$ cat config.mk
export PLATFORM = sky130hd
export DESIGN_NAME = usrsm_core
export DESIGN_NICKNAME = d
export VERILOG_FILES = /design/src/usrsm_pkg.sv /design/src/usrsm_core.sv
export SDC_FILE = /design/constraint.sdc
export NUM_CORES = 1
export LEC_CHECK = 0
export ABC_AREA = 1
export ABC_CLOCK_PERIOD_IN_PS = 3600
export BUFFER_PORTS_ARGS = -buffer_cell sky130_fd_sc_hd__buf_2
export CORE_ASPECT_RATIO = 1.75
export CORE_MARGIN = 1
export CORE_UTILIZATION = 62
export DETAILED_ROUTE_END_ITERATION = 12
export PLACE_DENSITY = 0.95
export SLEW_MARGIN = 0
export SYNTH_ARGS = -nofsm -noshare
export SYNTH_HDL_FRONTEND = slang
export SYNTH_SLANG_ARGS = --single-unit
$ cat constraint.sdc
create_clock -name aclk -period 3.6 [get_ports aclk]
set_input_delay 0.18 -clock aclk [delete_from_list [all_inputs] [get_ports aclk]]
set_output_delay 0.18 -clock aclk [all_outputs]
set_load 0.005 [all_outputs]
$ cat src/usrsm_pkg.sv
// ----------------------------------------------------------------------------
// usrsm_pkg
// Shared types and constants for the usart register and status model: the
// command codes, register indexes, status and control bit positions.
// ----------------------------------------------------------------------------
package usrsm_pkg;

    localparam int DEFAULT_RX_FIFO_DEPTH = 16;

    localparam int NUM_REGS = 7;

    typedef enum logic [1:0] {
        CMD_READ    = 2'd0,
        CMD_WRITE   = 2'd1,
        CMD_RX_BYTE = 2'd2,
        CMD_IDLE    = 2'd3
    } cmd_t;

    localparam logic [2:0] REG_SR   = 3'd0;
    localparam logic [2:0] REG_DR   = 3'd1;
    localparam logic [2:0] REG_BRR  = 3'd2;
    localparam logic [2:0] REG_CR1  = 3'd3;
    localparam logic [2:0] REG_CR2  = 3'd4;
    localparam logic [2:0] REG_CR3  = 3'd5;
    localparam logic [2:0] REG_GTPR = 3'd6;

    // status bits
    localparam int SR_ORE  = 3;
    localparam int SR_IDLE = 4;
    localparam int SR_RXNE = 5;
    localparam int SR_TC   = 6;
    localparam int SR_TXE  = 7;

    // control bits
    localparam int CR1_RE     = 2;
    localparam int CR1_IDLEIE = 4;
    localparam int CR1_RXNEIE = 5;
    localparam int CR1_TCIE   = 6;
    localparam int CR1_TXEIE  = 7;
    localparam int CR1_UE     = 13;
    localparam int CR3_DMAR   = 6;

    localparam logic [31:0] SR_RESET      = 32'h0000_00c0;
    localparam logic [31:0] SR_CLEAR_ONLY = 32'h0000_0360;
    localparam int          DR_DATA_BITS  = 9;

    typedef struct packed {
        cmd_t        command;
        logic [3:0]  reg_index;
        logic [31:0] write_data;
        logic [7:0]  rx_byte;
    } item_t;

    typedef struct packed {
        logic [31:0] read_data;
        logic        tx_valid;
        logic [7:0]  tx_byte;
        logic [7:0]  tx_byte2;
        logic        two;
        logic        irq;
        logic        dma_request;
        logic        rx_dropped;
    } result_t;

    typedef struct packed {
        logic push;
        logic pop;
    } fifo_ctl_t;

endpackage

$ cat src/usrsm_core.sv
// ----------------------------------------------------------------------------
// usrsm_core
// Register file, transmit holding register and status flag logic. Works one
// request per cycle while fire is high; drives fifo controls and the result.
// ----------------------------------------------------------------------------
module usrsm_core
    import usrsm_pkg::*;
#(
    parameter int RX_FIFO_DEPTH = DEFAULT_RX_FIFO_DEPTH
) (
    input  logic                               aclk,
    input  logic                               aresetn,
    input  logic                               fire,
    input  item_t                              item,
    input  logic [$clog2(RX_FIFO_DEPTH+1)-1:0] fifo_count,
    input  logic [7:0]                         fifo_data,
    output fifo_ctl_t                          ctl,
    output result_t                            res
);

    localparam int CW = $clog2(RX_FIFO_DEPTH + 1);

    logic [31:0] regs_reg [NUM_REGS];
    logic [31:0] regs_next [NUM_REGS];
    logic [8:0]  txh_reg, txh_next;
    logic        seen_ore_reg, seen_ore_next;
    logic        seen_idle_reg, seen_idle_next;

    logic        idx_ok;
    logic [2:0]  ridx;
    logic        rx_en;
    logic        do_fill;
    logic        fill_nonempty;
    logic [31:0] wd_m;
    logic [31:0] sr_n;
    logic [31:0] cr1_n;

    assign ridx   = item.reg_index[2:0];
    assign idx_ok = !item.reg_index[3] && (ridx != 3'd7);
    assign rx_en  = regs_reg[REG_CR1][CR1_UE] && regs_reg[REG_CR1][CR1_RE];

    always_comb begin
        regs_next      = regs_reg;
        txh_next       = txh_reg;
        seen_ore_next  = seen_ore_reg;
        seen_idle_next = seen_idle_reg;
        ctl            = '0;
        res            = '0;
        do_fill        = 1'b0;
        fill_nonempty  = (fifo_count != '0);
        wd_m           = item.write_data;
        case (item.command)
            CMD_READ: begin
                if (idx_ok) begin
                    case (ridx)
                        REG_SR: begin
                            if (regs_reg[REG_SR][SR_ORE]) begin
                                seen_ore_next = 1'b1;
                            end
                            if (regs_reg[REG_SR][SR_IDLE]) begin
                                seen_idle_next = 1'b1;
                            end
                            res.read_data = regs_reg[REG_SR];
                        end
                        REG_DR: begin
                            if (regs_reg[REG_SR][SR_ORE] && seen_ore_reg) begin
                                regs_next[REG_SR][SR_ORE] = 1'b0;
                            end
                            if (seen_idle_reg) begin
                                regs_next[REG_SR][SR_IDLE] = 1'b0;
                                seen_idle_next = 1'b0;
                            end
                            if (regs_reg[REG_SR][SR_RXNE]) begin
                                regs_next[REG_SR][SR_RXNE] = 1'b0;
                                res.read_data = {24'd0, regs_reg[REG_DR][7:0]};
                                do_fill = 1'b1;
                            end else begin
                                regs_next[REG_DR][DR_DATA_BITS-1:0] = '0;
                            end
                        end
                        default: begin
                            seen_idle_next = 1'b0;
                            res.read_data  = regs_reg[ridx];
                        end
                    endcase
                end
            end
            CMD_WRITE: begin
                if (idx_ok) begin
                    case (ridx)
                        REG_SR: begin
                            if ((item.write_data & ~regs_reg[REG_SR] & SR_CLEAR_ONLY) != '0)
                            begin
                                wd_m = item.write_data | SR_CLEAR_ONLY;
                            end
                            regs_next[REG_SR] = regs_reg[REG_SR] & wd_m;
                        end
                        REG_DR: begin
                            if (regs_reg[REG_SR][SR_TC]) begin
                                res.tx_valid = 1'b1;
                                res.tx_byte  = item.write_data[7:0];
                                if (!regs_reg[REG_SR][SR_TXE]) begin
                                    res.two      = 1'b1;
                                    res.tx_byte2 = txh_reg[7:0];
                                end
                                regs_next[REG_SR][SR_TXE] = 1'b1;
                                regs_next[REG_SR][SR_TC]  = 1'b1;
                            end else if (regs_reg[REG_SR][SR_TXE]) begin
                                txh_next = item.write_data[DR_DATA_BITS-1:0];
                                regs_next[REG_SR][SR_TXE] = 1'b0;
                            end
                        end
                        default: begin
                            regs_next[ridx] = item.write_data;
                        end
                    endcase
                end
            end
            CMD_RX_BYTE: begin
                if (fifo_count < CW'(RX_FIFO_DEPTH)) begin
                    ctl.push      = 1'b1;
                    fill_nonempty = 1'b1;
                end else begin
                    res.rx_dropped = 1'b1;
                end
                do_fill = 1'b1;
            end
            CMD_IDLE: begin
                regs_next[REG_SR][SR_IDLE] = 1'b1;
            end
            default: begin
            end
        endcase

        // refill receive data register from the fifo
        if (do_fill && fill_nonempty && !(rx_en && regs_next[REG_SR][SR_RXNE])) begin
            ctl.pop = 1'b1;
            if (rx_en) begin
                regs_next[REG_DR][DR_DATA_BITS-1:0] = {1'b0, fifo_data};
                regs_next[REG_SR][SR_RXNE] = 1'b1;
            end
        end

        sr_n  = regs_next[REG_SR];
        cr1_n = regs_next[REG_CR1];
        res.irq = (sr_n[SR_TC] && cr1_n[CR1_TCIE])
               || (sr_n[SR_IDLE] && cr1_n[CR1_IDLEIE])
               || (sr_n[SR_TXE] && cr1_n[CR1_TXEIE])
               || (cr1_n[CR1_RXNEIE] && (sr_n[SR_ORE] || sr_n[SR_RXNE]));
        res.dma_request = sr_n[SR_RXNE] && regs_next[REG_CR3][CR3_DMAR];

        if (!fire) begin
            ctl = '0;
        end
    end

    always_ff @(posedge aclk) begin
        if (!aresetn) begin
            for (int i = 0; i < NUM_REGS; i++) begin
                regs_reg[i] <= '0;
            end
            regs_reg[REG_SR] <= SR_RESET;
            txh_reg          <= '0;
            seen_ore_reg     <= 1'b0;
            seen_idle_reg    <= 1'b0;
        end else if (fire) begin
            regs_reg      <= regs_next;
            txh_reg       <= txh_next;
            seen_ore_reg  <= seen_ore_next;
            seen_idle_reg <= seen_idle_next;
        end
    end

`ifndef SYNTHESIS
    a_drop_only_rx: assert property (@(posedge aclk) disable iff (!aresetn)
        res.rx_dropped |-> (item.command == CMD_RX_BYTE && !ctl.push))
        else $error("drop flagged outside a full-fifo receive");

    a_two_tx: assert property (@(posedge aclk) disable iff (!aresetn)
        res.two |-> (res.tx_valid && item.command == CMD_WRITE))
        else $error("second transmit without a first");
`endif

endmodule

==> summary.txt <==
Synth
  – Gate Count Post-Synth: 1,254
  – Yosys reg bits: 210
  – Post-Syn Area per Cell: 7.36 µm²
  – Number of flops mapped to enable cells by yosys: 0
  – Ys flop type: dfxtp_1
  – Sequential area share after synthesis: 45.6%
  – Distinct cell type count after synthesis: 32
  – Ys async rst share: 0%
  – Post-Syn Nets: 1,316
  – Post-Syn Area: 9230 µm²
  – YS warnings: 0

Clocking
  – Clk Latency, worst-skew pair: 0.49 ns
  – Root Driver: clkbuf_16
  – Clock Path Buffers: 3
  – Cts bufs inserted: 18
  – H-tree levels: 1
  – TritonCTS Sinks: 210
  – Reg clk slew, reported paths: 0.07 ns
  – CTS tree: built
  – CTS-repair resized insts: 0

STA
  – Setup violators final: 0
  – Skew final: 0.0108 ns
  – Worst Max-Slew Pin Slew: 0.692 ns
  – Fmax: 391 MHz
  – Fin crit period: 2.56 ns
  – RSZ-0062 raised after global routing: false
  – Setup ws final: 1.04 ns
  – Final hold vios: 0
  – Tcrit/Tclk final: 71.0%
  – Slew margin rel.: 53.7%
  – Slew Viols, Final: 0
  – Total negative slack: 0 ns

Routing
  – DRC viols: 0
  – WL final: 26.5 mm
  – Initial DRT Pass Iterations: 6
  – Detailed Route Iter0 Violations: 965
  – Routed vias: 9,079
  – Number of nets with antenna violations after routing: 0
  – Drt wl/cell: 17.4 µm
  – Via/cell ratio: 5.98

Final layout
  – Share of cells above drive strength 1: 13.5%
  – Fill count: 1,067
  – Most frequent cells in the layout: inv_1, a21oi_1, dfxtp_1, nand2_1, o21ai_1
  – Syn-to-layout area delta: 12.1%
  – Commonest non-fill, non-tap cell in the layout: inv_1
  – Final Net Count: 1,386
  – Max FFs per register: 200

Floorplanning
  – Die extent in x: 94.2 µm
  – # IOs: 117
  – Starting density of the core: 63.9%
  – Row Count: 58
  – Chip height: 163 µm
  – Core Region: 14,400 µm²
  – Die Area: 15,400 µm²

Setup path
  – RR Startpoint: regs_reg[197]
  – Crit path buf inv count: 4
  – Slowest cell on crit path: nor4_1
  – Crit. End Element: primary output
  – Critical path arrival: 2.38 ns
  – Crit-path cells: buf_2, nand2_1, inv_2, nand2_1, nand2_2, nor2_2, inv_2, nor4_1, buf_2
  – Critical path's largest stage delay: 0.47 ns
  – CP Launch Type: input port
  – Crit. Startpoint: item[41]
  – CP top delay family: simple AND/OR/NAND/NOR gates
  – Req. time, crit path: 3.42 ns
  – Setup Crit Path Kind: in -> out
  – Critical Path Fanout Max: 19

Placed design
  – DP HPWL: 16.0 mm
  – Worst slack at placement: 1.13 ns
  – Final Wtd Congestion: 0.928
  – Port Buffers: 108

GRT
  – First-pass GRT wire length: 41.7 mm
  – GRT overflow: 0
  – Total GRT Usage: 34.5%
  – Largest net degree at the start of global routing: 73
  – Initial antenna violation count: 0
  – Vias in the first global route: 8,696

Power and ir drop
  – PwrDens: 443 nW/µm²
  – P_leak: 4.16 nW
  – Max VDD drop: 0.000445 V

Min path
  – Hold Crit Class: in -> reg
  – Min-delay src: item[33]

Run
  – Max Cap Viol: 0

Run status
  – Status: completed
-- where the power goes --
part	total (mW)	internal [mW]	leakage (nW)	switching, mW
combinational	0.323	0.0925	2.19	0.231
sequential	2.35	2.34	1.69	0.0100
clock	1.91	1.04	0.282	0.872
-- metrics by stage --
step	cells	instance area (µm²)	utilization (%)	power, mW	hold slack (ns)
4_1_cts	1516	10300	71.6	4.57	0.00650
5_1_grt	1516	10300	71.6	4.71	0.0190
2_1_floorplan	1254	9230	-	2.58	0.327
3_5_place_dp	1478	9720	67.3	2.71	0.436
6_report	1517	10300	71.7	4.58	0.00810
3_3_place_gp	1478	9720	67.3	2.70	0.431
-- kinds of logic (layout without fill, tap and decap cells) --
family	count (synthesis)	count (layout)	synth area share (%)
AOI/OAI and AO/OA	503	503	29.7
buffers and inverters	329	411	14.4
DFF	210	210	45.6
other	0	1	0
and+or+nand+nor	212	212	10.3
-- what timing repair did --
action	4_1_cts	5_1_grt
endpoints found under the hold margin	6	0
hold buffers	6	0
buffers inserted	0	0
-- final cells by class --
| cell class | count | area, µm² | share of cell area (%) |
|---|---|---|---|
| Clock buffer | 26 | 532 | 5.14 |
| Clock inverter | 6 | 38.8 | 0.375 |
| Antenna cell | 1 | 2.50 | 0.0242 |
| Multi-Input combinational cell | 715 | 3700 | 35.7 |
| Timing Repair Buffer | 128 | 708 | 6.84 |
| Tap cell | 180 | 225 | 2.18 |
| Inverter | 251 | 942 | 9.10 |
| Sequential cell | 210 | 4200 | 40.6 |
-- path summary, 6_finish.rpt --
check,end,slack (ns),cells past startpoint
min reg2reg,regs_reg[44],0.45,2
max reg2reg,regs_reg[165],1.85,11
max,res[28],1.04,9
min,regs_reg[217],0.008,3
-- layer usage --
metal / track usage, % / wire [µm]
met1: 38.0 / 9530
met2: 59.1 / 13200
met3: 4.61 / 1940
met4: 25.6 / 1750
met5: 0 / 0
-- Yosys cell counts, types with 4 or more instances --
cell | number | area [µm²]
o211ai_1 | 29 | 218
a21oi_1 | 213 | 1070
buf_6 | 6 | 67.6
o2111ai_1 | 16 | 140
buf_2 | 36 | 180
nand3_2 | 6 | 60.1
nor2_1 | 51 | 191
nand2_1 | 114 | 428
inv_1 | 237 | 890
o21ai_1 | 112 | 561
nand3_1 | 14 | 70.1
dfxtp_1 | 210 | 4200
o22ai_1 | 29 | 181
inv_2 | 13 | 48.8
nand2_2 | 4 | 25.0
nor3_1 | 4 | 20.0
a31oi_1 | 12 | 75.1
nor4_1 | 10 | 62.6
a22oi_1 | 11 | 82.6
clkbuf_1 | 33 | 124
o21ai_0 | 77 | 385
-- tightest hold or removal path: stages --
cell	delay [ns]
buf_2	0.13
o211ai_1	0.11
inv_1	0.06
No activity file was read; power rests on OpenSTA's default activity.
